===== src/rtl/core/abtc_pkg.sv =====
`timescale 1ns / 1ps
// Package for the adaptive bitrate tier controller: item structs, command,
// direction, status and register codes, and the sequencer state type.
// No dependencies.
package abtc_pkg;

    localparam int RATE_W  = 48;
    localparam int CNT_W32 = 32;

    typedef enum logic [1:0] {
        CMD_LOAD    = 2'd0,
        CMD_OBSERVE = 2'd1,
        CMD_RESTART = 2'd2,
        CMD_UNUSED  = 2'd3
    } cmd_t;

    localparam logic [1:0] DIR_NONE = 2'd0;
    localparam logic [1:0] DIR_DOWN = 2'd1;
    localparam logic [1:0] DIR_UP   = 2'd2;

    localparam logic STATUS_OK      = 1'b0;
    localparam logic STATUS_INVALID = 1'b1;

    localparam logic [1:0] REG_TIER_COUNT   = 2'd0;
    localparam logic [1:0] REG_INITIAL_TIER = 2'd1;
    localparam logic [1:0] REG_STABLE_COUNT = 2'd2;
    localparam logic [1:0] REG_MIN_INTERVAL = 2'd3;

    typedef struct packed {
        logic [1:0]        cmd;
        logic [2:0]        tier;
        logic [RATE_W-1:0] rate_bps;
        logic [RATE_W-1:0] now_ms;
    } abtc_in_t;

    typedef struct packed {
        logic               status;
        logic [2:0]         selected_tier;
        logic [1:0]         direction;
        logic [CNT_W32-1:0] total_switches;
        logic [CNT_W32-1:0] up_switches;
        logic [CNT_W32-1:0] down_switches;
    } abtc_out_t;

    typedef enum logic [3:0] {
        ST_IDLE,
        ST_FETCH,
        ST_DN_SCAN,
        ST_DN_CMP,
        ST_MIN_SCAN,
        ST_DN_END,
        ST_UP_SCAN,
        ST_UP_CMP,
        ST_UP_QUAL,
        ST_TIME_SUB,
        ST_TIME_CMP,
        ST_FINISH
    } state_t;

endpackage


===== src/rtl/core/abtc_sub_unit.sv =====
`timescale 1ns / 1ps
// Shared 48-bit subtract unit: difference and borrow, borrow meaning a < b.
// Depends on abtc_pkg.
module abtc_sub_unit (
    input  logic [abtc_pkg::RATE_W-1:0] a,
    input  logic [abtc_pkg::RATE_W-1:0] b,
    output logic [abtc_pkg::RATE_W-1:0] diff,
    output logic                        borrow
);

    logic [abtc_pkg::RATE_W:0] full;

    assign full   = {1'b0, a} - {1'b0, b};
    assign diff   = full[abtc_pkg::RATE_W-1:0];
    assign borrow = full[abtc_pkg::RATE_W];

endmodule


===== src/rtl/core/adaptive_bitrate_tier_controller_unit.sv =====
`timescale 1ns / 1ps
// Adaptive bitrate tier controller top level. Load, restart and unused items go from idle
// to the finish state, which registers the result and raises out_valid once the output is
// free. An observe item scans the ladder through one shared subtract unit, one entry read
// per cycle; a new item is taken only in idle, and a stalled result holds the sequencer and
// in_ready low. Reset marks every ladder entry unloaded (read as zero), zeroes the session
// and sets tier count 1, stable count 1, the rest 0. Depends on abtc_pkg and abtc_sub_unit.
module adaptive_bitrate_tier_controller_unit #(
    parameter int MAX_TIERS = 8
) (
    input  logic               clk,
    input  logic               rst_n,
    input  logic               in_valid,
    output logic               in_ready,
    input  abtc_pkg::abtc_in_t in_data,
    output logic               out_valid,
    input  logic               out_ready,
    output abtc_pkg::abtc_out_t out_data,
    input  logic               psel,
    input  logic               penable,
    input  logic               pwrite,
    input  logic [3:0]         paddr,
    input  logic [31:0]        pwdata,
    output logic [31:0]        prdata,
    output logic               pready
);

    localparam int IDX_W  = (MAX_TIERS > 1) ? $clog2(MAX_TIERS) : 1;
    localparam int TIER_W = (IDX_W > 3) ? IDX_W : 3;
    localparam int CMP_W  = ((TIER_W > 4) ? TIER_W : 4) + 2;
    localparam int RW     = abtc_pkg::RATE_W;

    abtc_pkg::state_t state_reg, state_next;

    logic [3:0]  tier_count_reg;
    logic [2:0]  initial_tier_reg;
    logic [7:0]  stable_count_reg;
    logic [31:0] min_interval_reg;

    logic [RW-1:0]        tier_rate_mem [MAX_TIERS];
    logic [MAX_TIERS-1:0] tier_vld_reg;
    logic [RW-1:0]        rd_data_reg;
    logic                 rd_vld_reg;
    logic [RW-1:0]        rate_rd;

    logic [IDX_W-1:0]  idx_reg, idx_next;
    logic [TIER_W-1:0] cur_tier_reg, cur_tier_next;
    logic [7:0]        up_count_reg, up_count_next;
    logic [RW-1:0]     last_sw_reg, last_sw_next;
    logic [31:0]       total_reg, total_next;
    logic [31:0]       up_sw_reg, up_sw_next;
    logic [31:0]       down_sw_reg, down_sw_next;
    logic [RW-1:0]     meas_reg, meas_next;
    logic [RW-1:0]     now_reg, now_next;
    logic [RW-1:0]     cur_rate_reg, cur_rate_next;
    logic [RW-1:0]     best_rate_reg, best_rate_next;
    logic [IDX_W-1:0]  best_reg, best_next;
    logic              found_reg, found_next;
    logic [RW-1:0]     diff_reg, diff_next;
    logic [1:0]        dir_reg, dir_next;
    logic              out_valid_reg;
    abtc_pkg::abtc_out_t out_data_reg;

    logic [RW-1:0] sub_a, sub_b, sub_diff;
    logic          sub_borrow;

    logic       accept;
    logic       cfg_wr;
    logic       load_wr;
    logic       state_ok;
    logic       idx_last;
    logic       out_free;
    logic       qual;
    logic [7:0] cnt_up;
    logic [7:0] need;
    logic       climb_try;

    abtc_sub_unit u_sub (
        .a      (sub_a),
        .b      (sub_b),
        .diff   (sub_diff),
        .borrow (sub_borrow)
    );

    assign accept   = in_valid && in_ready;
    assign in_ready = (state_reg == abtc_pkg::ST_IDLE);
    assign cfg_wr   = psel && penable && pwrite;
    assign pready   = 1'b1;
    assign load_wr  = accept && (in_data.cmd == abtc_pkg::CMD_LOAD)
                      && (CMP_W'(in_data.tier) < CMP_W'(MAX_TIERS));
    assign out_free = !out_valid_reg || out_ready;
    assign rate_rd  = rd_vld_reg ? rd_data_reg : '0;

    assign state_ok = (tier_count_reg != 4'd0)
                      && (CMP_W'(tier_count_reg) <= CMP_W'(MAX_TIERS))
                      && (CMP_W'(cur_tier_reg) < CMP_W'(tier_count_reg));
    assign idx_last = (CMP_W'(idx_reg) == (CMP_W'(tier_count_reg) - CMP_W'(1)));

    assign qual      = found_reg && !sub_borrow;
    assign cnt_up    = qual ? ((up_count_reg == 8'hFF) ? 8'hFF : up_count_reg + 8'd1)
                            : 8'd0;
    assign need      = (stable_count_reg == 8'd0) ? 8'd1 : stable_count_reg;
    assign climb_try = found_reg && (cnt_up >= need);

    always_comb
    begin
        case (paddr[3:2])
            abtc_pkg::REG_TIER_COUNT:   prdata = {28'd0, tier_count_reg};
            abtc_pkg::REG_INITIAL_TIER: prdata = {29'd0, initial_tier_reg};
            abtc_pkg::REG_STABLE_COUNT: prdata = {24'd0, stable_count_reg};
            abtc_pkg::REG_MIN_INTERVAL: prdata = min_interval_reg;
            default:                    prdata = '0;
        endcase
    end

    always_comb
    begin
        case (state_reg)
            abtc_pkg::ST_FETCH:    begin sub_a = meas_reg;      sub_b = rate_rd;       end
            abtc_pkg::ST_DN_SCAN:  begin sub_a = meas_reg;      sub_b = rate_rd;       end
            abtc_pkg::ST_DN_CMP:   begin sub_a = best_rate_reg; sub_b = rate_rd;       end
            abtc_pkg::ST_MIN_SCAN: begin sub_a = rate_rd;       sub_b = best_rate_reg; end
            abtc_pkg::ST_UP_SCAN:  begin sub_a = cur_rate_reg;  sub_b = rate_rd;       end
            abtc_pkg::ST_UP_CMP:   begin sub_a = rate_rd;       sub_b = best_rate_reg; end
            abtc_pkg::ST_UP_QUAL:  begin sub_a = meas_reg;      sub_b = best_rate_reg; end
            abtc_pkg::ST_TIME_SUB: begin sub_a = now_reg;       sub_b = last_sw_reg;   end
            abtc_pkg::ST_TIME_CMP: begin sub_a = diff_reg;      sub_b = RW'(min_interval_reg); end
            default:               begin sub_a = '0;            sub_b = '0;            end
        endcase
    end

    // next state
    always_comb
    begin
        state_next = state_reg;
        unique case (state_reg)
            abtc_pkg::ST_IDLE:
            begin
                if (in_valid)
                begin
                    if (in_data.cmd == abtc_pkg::CMD_OBSERVE && state_ok)
                        state_next = abtc_pkg::ST_FETCH;
                    else
                        state_next = abtc_pkg::ST_FINISH;
                end
            end
            abtc_pkg::ST_FETCH:
                state_next = sub_borrow ? abtc_pkg::ST_DN_SCAN : abtc_pkg::ST_UP_SCAN;
            abtc_pkg::ST_DN_SCAN:
            begin
                if (!sub_borrow && found_reg)
                    state_next = abtc_pkg::ST_DN_CMP;
                else if (idx_last)
                    state_next = (found_reg || !sub_borrow) ? abtc_pkg::ST_DN_END
                                                            : abtc_pkg::ST_MIN_SCAN;
            end
            abtc_pkg::ST_DN_CMP:
                state_next = idx_last ? abtc_pkg::ST_DN_END : abtc_pkg::ST_DN_SCAN;
            abtc_pkg::ST_MIN_SCAN:
            begin
                if (idx_last)
                    state_next = abtc_pkg::ST_DN_END;
            end
            abtc_pkg::ST_DN_END:
                state_next = abtc_pkg::ST_FINISH;
            abtc_pkg::ST_UP_SCAN:
            begin
                if (sub_borrow && found_reg)
                    state_next = abtc_pkg::ST_UP_CMP;
                else if (idx_last)
                    state_next = abtc_pkg::ST_UP_QUAL;
            end
            abtc_pkg::ST_UP_CMP:
                state_next = idx_last ? abtc_pkg::ST_UP_QUAL : abtc_pkg::ST_UP_SCAN;
            abtc_pkg::ST_UP_QUAL:
                state_next = climb_try ? abtc_pkg::ST_TIME_SUB : abtc_pkg::ST_FINISH;
            abtc_pkg::ST_TIME_SUB:
                state_next = sub_borrow ? abtc_pkg::ST_FINISH : abtc_pkg::ST_TIME_CMP;
            abtc_pkg::ST_TIME_CMP:
                state_next = abtc_pkg::ST_FINISH;
            abtc_pkg::ST_FINISH:
            begin
                if (out_free)
                    state_next = abtc_pkg::ST_IDLE;
            end
            default:
                state_next = abtc_pkg::ST_IDLE;
        endcase
    end

    // datapath
    always_comb
    begin
        idx_next       = idx_reg;
        cur_tier_next  = cur_tier_reg;
        up_count_next  = up_count_reg;
        last_sw_next   = last_sw_reg;
        total_next     = total_reg;
        up_sw_next     = up_sw_reg;
        down_sw_next   = down_sw_reg;
        meas_next      = meas_reg;
        now_next       = now_reg;
        cur_rate_next  = cur_rate_reg;
        best_rate_next = best_rate_reg;
        best_next      = best_reg;
        found_next     = found_reg;
        diff_next      = diff_reg;
        dir_next       = dir_reg;
        unique case (state_reg)
            abtc_pkg::ST_IDLE:
            begin
                if (in_valid)
                begin
                    dir_next  = abtc_pkg::DIR_NONE;
                    meas_next = in_data.rate_bps;
                    now_next  = in_data.now_ms;
                    idx_next  = IDX_W'(cur_tier_reg);
                    if (in_data.cmd == abtc_pkg::CMD_RESTART)
                    begin
                        cur_tier_next = TIER_W'(initial_tier_reg);
                        up_count_next = '0;
                        last_sw_next  = '0;
                        total_next    = '0;
                        up_sw_next    = '0;
                        down_sw_next  = '0;
                    end
                end
            end
            abtc_pkg::ST_FETCH:
            begin
                cur_rate_next = rate_rd;
                found_next    = 1'b0;
                idx_next      = '0;
            end
            abtc_pkg::ST_DN_SCAN:
            begin
                if (!sub_borrow && !found_reg)
                begin
                    best_next      = idx_reg;
                    best_rate_next = rate_rd;
                    found_next     = 1'b1;
                end
                if (!(!sub_borrow && found_reg))
                begin
                    if (!idx_last)
                        idx_next = idx_reg + IDX_W'(1);
                    else if (!(found_reg || !sub_borrow))
                        idx_next = '0;
                end
            end
            abtc_pkg::ST_DN_CMP:
            begin
                if (sub_borrow)
                begin
                    best_next      = idx_reg;
                    best_rate_next = rate_rd;
                end
                if (!idx_last)
                    idx_next = idx_reg + IDX_W'(1);
            end
            abtc_pkg::ST_MIN_SCAN:
            begin
                if (idx_reg == '0 || sub_borrow)
                begin
                    best_next      = idx_reg;
                    best_rate_next = rate_rd;
                end
                if (!idx_last)
                    idx_next = idx_reg + IDX_W'(1);
            end
            abtc_pkg::ST_DN_END:
            begin
                if (TIER_W'(best_reg) != cur_tier_reg)
                begin
                    cur_tier_next = TIER_W'(best_reg);
                    up_count_next = '0;
                    last_sw_next  = now_reg;
                    total_next    = total_reg + 32'd1;
                    down_sw_next  = down_sw_reg + 32'd1;
                    dir_next      = abtc_pkg::DIR_DOWN;
                end
            end
            abtc_pkg::ST_UP_SCAN:
            begin
                if (sub_borrow && !found_reg)
                begin
                    best_next      = idx_reg;
                    best_rate_next = rate_rd;
                    found_next     = 1'b1;
                end
                if (!(sub_borrow && found_reg) && !idx_last)
                    idx_next = idx_reg + IDX_W'(1);
            end
            abtc_pkg::ST_UP_CMP:
            begin
                if (sub_borrow)
                begin
                    best_next      = idx_reg;
                    best_rate_next = rate_rd;
                end
                if (!idx_last)
                    idx_next = idx_reg + IDX_W'(1);
            end
            abtc_pkg::ST_UP_QUAL:
                up_count_next = cnt_up;
            abtc_pkg::ST_TIME_SUB:
                diff_next = sub_diff;
            abtc_pkg::ST_TIME_CMP:
            begin
                if (!sub_borrow)
                begin
                    cur_tier_next = TIER_W'(best_reg);
                    up_count_next = '0;
                    last_sw_next  = now_reg;
                    total_next    = total_reg + 32'd1;
                    up_sw_next    = up_sw_reg + 32'd1;
                    dir_next      = abtc_pkg::DIR_UP;
                end
            end
            abtc_pkg::ST_FINISH:
            begin
            end
            default:
            begin
            end
        endcase
    end

    // ladder storage
    always_ff @(posedge clk)
    begin
        if (load_wr)
            tier_rate_mem[IDX_W'(in_data.tier)] <= in_data.rate_bps;
        rd_data_reg <= tier_rate_mem[idx_next];
    end

    always_ff @(posedge clk or negedge rst_n)
    begin
        if (!rst_n)
        begin
            tier_vld_reg <= '0;
            rd_vld_reg   <= 1'b0;
        end
        else
        begin
            if (load_wr)
                tier_vld_reg[IDX_W'(in_data.tier)] <= 1'b1;
            rd_vld_reg <= tier_vld_reg[idx_next];
        end
    end

    always_ff @(posedge clk or negedge rst_n)
    begin
        if (!rst_n)
        begin
            tier_count_reg   <= 4'd1;
            initial_tier_reg <= 3'd0;
            stable_count_reg <= 8'd1;
            min_interval_reg <= 32'd0;
        end
        else if (cfg_wr)
        begin
            unique case (paddr[3:2])
                abtc_pkg::REG_TIER_COUNT:   tier_count_reg   <= pwdata[3:0];
                abtc_pkg::REG_INITIAL_TIER: initial_tier_reg <= pwdata[2:0];
                abtc_pkg::REG_STABLE_COUNT: stable_count_reg <= pwdata[7:0];
                abtc_pkg::REG_MIN_INTERVAL: min_interval_reg <= pwdata;
                default:                    tier_count_reg   <= tier_count_reg;
            endcase
        end
    end

    always_ff @(posedge clk or negedge rst_n)
    begin
        if (!rst_n)
        begin
            state_reg     <= abtc_pkg::ST_IDLE;
            idx_reg       <= '0;
            cur_tier_reg  <= '0;
            up_count_reg  <= '0;
            last_sw_reg   <= '0;
            total_reg     <= '0;
            up_sw_reg     <= '0;
            down_sw_reg   <= '0;
            found_reg     <= 1'b0;
            dir_reg       <= abtc_pkg::DIR_NONE;
            out_valid_reg <= 1'b0;
        end
        else
        begin
            state_reg    <= state_next;
            idx_reg      <= idx_next;
            cur_tier_reg <= cur_tier_next;
            up_count_reg <= up_count_next;
            last_sw_reg  <= last_sw_next;
            total_reg    <= total_next;
            up_sw_reg    <= up_sw_next;
            down_sw_reg  <= down_sw_next;
            found_reg    <= found_next;
            dir_reg      <= dir_next;
            if (state_reg == abtc_pkg::ST_FINISH && out_free)
                out_valid_reg <= 1'b1;
            else if (out_ready)
                out_valid_reg <= 1'b0;
        end
    end

    always_ff @(posedge clk)
    begin
        meas_reg      <= meas_next;
        now_reg       <= now_next;
        cur_rate_reg  <= cur_rate_next;
        best_rate_reg <= best_rate_next;
        best_reg      <= best_next;
        diff_reg      <= diff_next;
        if (state_reg == abtc_pkg::ST_FINISH && out_free)
        begin
            out_data_reg.status         <= state_ok ? abtc_pkg::STATUS_OK
                                                    : abtc_pkg::STATUS_INVALID;
            out_data_reg.selected_tier  <= cur_tier_reg[2:0];
            out_data_reg.direction      <= dir_reg;
            out_data_reg.total_switches <= total_reg;
            out_data_reg.up_switches    <= up_sw_reg;
            out_data_reg.down_switches  <= down_sw_reg;
        end
    end

    assign out_valid = out_valid_reg;
    assign out_data  = out_data_reg;

endmodule


===== config.mk =====
export PLATFORM = sky130hd
export DESIGN_NAME = adaptive_bitrate_tier_controller_unit
export DESIGN_NICKNAME = d
export VERILOG_FILES = /design/src/rtl/core/abtc_pkg.sv /design/src/rtl/core/abtc_sub_unit.sv /design/src/rtl/core/adaptive_bitrate_tier_controller_unit.sv
export SDC_FILE = /design/constraint.sdc
export NUM_CORES = 1
export LEC_CHECK = 0
export BUFFER_PORTS_ARGS = -buffer_cell sky130_fd_sc_hd__buf_2
export CAP_MARGIN = 20
export CORE_AREA = 2 2 348 316
export DETAILED_ROUTE_END_ITERATION = 6
export DIE_AREA = 0 0 350 318
export GPL_TIMING_DRIVEN = 1
export PLACE_DENSITY = 0.52
export SLEW_MARGIN = 20
export SYNTH_ARGS = -nofsm -noshare
export SYNTH_HDL_FRONTEND = slang
export SYNTH_SLANG_ARGS = --single-unit

===== constraint.sdc =====
create_clock -name clk -period 11.5 [get_ports clk]
set_input_delay 2.3 -clock clk [delete_from_list [all_inputs] [get_ports clk]]
set_output_delay 2.3 -clock clk [all_outputs]
set_load 0.02 [all_outputs]

==> impl_metrics.ini <==
[sta]
fin_crit_sh_pct = 70.43
worstMarginPinSlew_ns = 1.083
relSlewSlack_pct = 27.81
tns_ns = 0
fin_skew_ns = 0.02800
hold_violations = 0
rsz0062_at_grt = false
final-max-slew-violation-count = 0
setup_violations = 0
max_freq_mhz = 123.5
min_period_ns = 8.100

[clocking]
clock_sinks = 999
post-cts-setup-buffers = 0
clk_pin_slew_ns = 0.06
cts_buffer_depth = 3
cts_inserted_buffers = 106
cts_tree = done
hold_buffers = 0
clock_latency_ns = 0.69
cts_resized = 0
ctsRootBufferMaster = clkbuf_16
htreeDepth = 3

[logic_synthesis]
netlist-cell-type-count = 86
yosysMostFrequentCell = edfxtp_1
synth-async-reset-ratio_pct = 22.22
synth-seq-cells = 999
synth_top_area_share_pct = 51.19
syn_area_per_cell_sq_um = 14.27
synthesis.nets = 3207
yosys.area.top_type = edfxtp_1
netlist_top_cells_area = edfxtp_1, dfrtp_1, mux2i_1, mux2_2, dfxtp_1
synthCells = 2997
yosysWarnings = 0
yosys-top-cells-count = edfxtp_1, mux2i_1, dfrtp_1
synth_edf_count = 729
synth_ff_type = edfxtp_1
seq_area_frac_synth_pct = 66.43
synth.cell_area_sq_um = 42760

[layout]
final_core_util_pct = 45.78
drive_gt1_share_pct = 18.87
fillers = 9466
largest_reg_flops = 384
finalInstanceArea_sq_um = 49460
nets = 3471
multiInputGateArea_sq_um = 13600
synthToLayoutAreaGrowth_pct = 15.67
seq_area_sq_um = 28410

[power]
power_leakage_nw = 19.15
fin_total_pwr_w = 0.01562
power.internal_w = 0.009701
seq_power_share_pct = 32.3
power_frac_comb_pct = 44.5
p_sw_w = 0.005922
ir_drop_mv = 0.5816
clock_power_share_pct = 23.2
p_sw_share_pct = 37.91
powerDensity_nw_per_um2 = 315.9

[critical_path]
start_kind = flop
reg2reg_slack_ns = 3.40
path_max_fanout = 120
cp-startpoint = state_reg[0]
crit_buf_inv = 4
path_delay_family = compound AO/OA/AOI/OAI gates
r2r-end = rd_data_reg[4]
slowest_stage = buf_4
rr_worst_depth = 20
worst_r2r_startpoint = state_reg[0]
crit_required_ns = 12.07
cp-end-kind = flop
slowest_delay_ns = 0.66
critPathCapture = rd_data_reg[4]
arrival_ns = 8.67
cp.depth = 20
crit_chain = nor2_1 > inv_1 > a21oi_4 > buf_4 > or2_2 > buf_4 > a21boi_0 > ha_1 > a21oi_1 > o211ai_1 > a211oi_1 > o21ai_1 > a211o_1 > a21oi_1 > a21oi_2 > o211ai_1 > buf_12 > mux2i_1 > mux2i_1 > mux2_2
crit_type = reg -> reg

[global_route]
overflow = 0
antenna_found_initial = 20
grt_max_degree = 121
grt_pass1_vias = 26760
grt_pass1_wl_um = 173800
grtUsageTotal_pct = 20.72

[die]
core_sq_um = 108100
die_y_um = 318
core.rowCount = 115
start_util_pct = 39.58
die-area_sq_um = 111300
die_w_um = 350
ios = 281

[routing]
wirelength_um = 116600
antenna_left = 0
drtIter0Drc = 2630
route.detailed.drc = 5
avgViaCountPerCell = 5.547
num_vias = 26750
drtPass1Iterations = 7
post_drt_wl_per_cell_um = 24.18

[place]
gp_congestion = 0.8582
dpl.hpwl_um = 70090
port_buffers = 277
place_area_sq_um = 45700

[outcome]
outcome = finished with violations
violations = DRC

[run]
cap_viol_max_count = 0

[min_path]
hold_path_class = reg -> reg
-- how the worst min path moves through the flow --
stage | startpoint | to | slack, ns | depth (start not counted)
after CTS | dir_reg[1] | out_data[97] | 0.46 | 0
after global routing | dir_reg[1] | out_data[97] | 0.47 | 0
final | dir_reg[1] | out_data[97] | 0.47 | 0
after floorplan | dir_reg[0] | out_data[96] | 0.43 | 0
after global placement | dir_reg[1] | out_data[97] | 0.45 | 0
after detailed placement | dir_reg[1] | out_data[97] | 0.45 | 0
-- logic make-up after synthesis --
group	synth area share, %
compound gates	10.36
xor+xnor	2.253
fa+ha+maj	1.972
buf+inv	2.188
flops	66.43
mux	9.594
other cells	0.008769
simple gates	7.189
-- placed cells by master (no fill, tap or decap), types with 36 or more instances in the layout --
cell type,n
edfxtp_1,729
mux2i_1,303
buf_2,276
dfrtp_1,220
nand2_1,177
nor2_1,134
clkbuf_16,108
o21ai_0,101
a22oi_1,99
a21oi_1,89
mux2_2,89
ha_1,65
and3_1,62
xor2_1,61
and2_1,60
a22o_1,57
xnor2_1,49
a222oi_1,48
a221o_1,48
dfxtp_1,48
nand3_1,46
buf_4,37
inv_1,36
-- stage by stage --
stage / setup WS, ns / std cells / hold slack, ns
floorplan: 1.577 / 2997 / 0.4255
global placement: 3.439 / 4614 / 0.4493
detailed placement: 3.430 / 4614 / 0.4495
CTS: 3.441 / 4816 / 0.4650
global route: 2.981 / 4817 / 0.4745
finish: 3.400 / 4822 / 0.4660
-- per-layer routing --
metal,share of wire (%),vias up,track usage [%]
met2,45,992,31.74
met4,2.1,18,4.732
met3,7.0,184,4.042
met5,0.10,-,0
li1,-,12050,-
met1,46,13510,30.40
-- worst reg2reg max path, cell delays in order, from the launching register on --
cell and delay, ns:
dfrtp_1 0.58, nor2_1 0.45, inv_1 0.16, a21oi_4 0.14
buf_4 0.66, or2_2 0.57, buf_4 0.59, a21boi_0 0.26
ha_1 0.39, a21oi_1 0.27, o211ai_1 0.18, a211oi_1 0.48
o21ai_1 0.25, a211o_1 0.51, a21oi_1 0.37, a21oi_2 0.12
o211ai_1 0.45, buf_12 0.56, mux2i_1 0.61, mux2i_1 0.10
mux2_2 0.29
-- power groups by stage --
| stage | logic [W] | registers [W] | clock network [W] |
|---|---|---|---|
| after floorplan | 0.00519 | 0.00497 | 0 |
| after global placement | 0.00681 | 0.00510 | 0 |
| after detailed placement | 0.00687 | 0.00511 | 0 |
| after CTS | 0.00693 | 0.00504 | 0.00370 |
| after global routing | 0.00752 | 0.00510 | 0.00385 |
| final | 0.00696 | 0.00504 | 0.00362 |
-- cell type report --
class	count	area share, %
Clock buffer	136	5.878
Multi-Input combinational cell	1799	27.50
Inverter	38	0.2884
Tap cell	1462	3.698
Timing Repair Buffer	317	3.506
Antenna cell	5	0.02529
Sequential cell	999	57.43
Clock inverter	66	1.667
(Power assumes the default switching activity.)
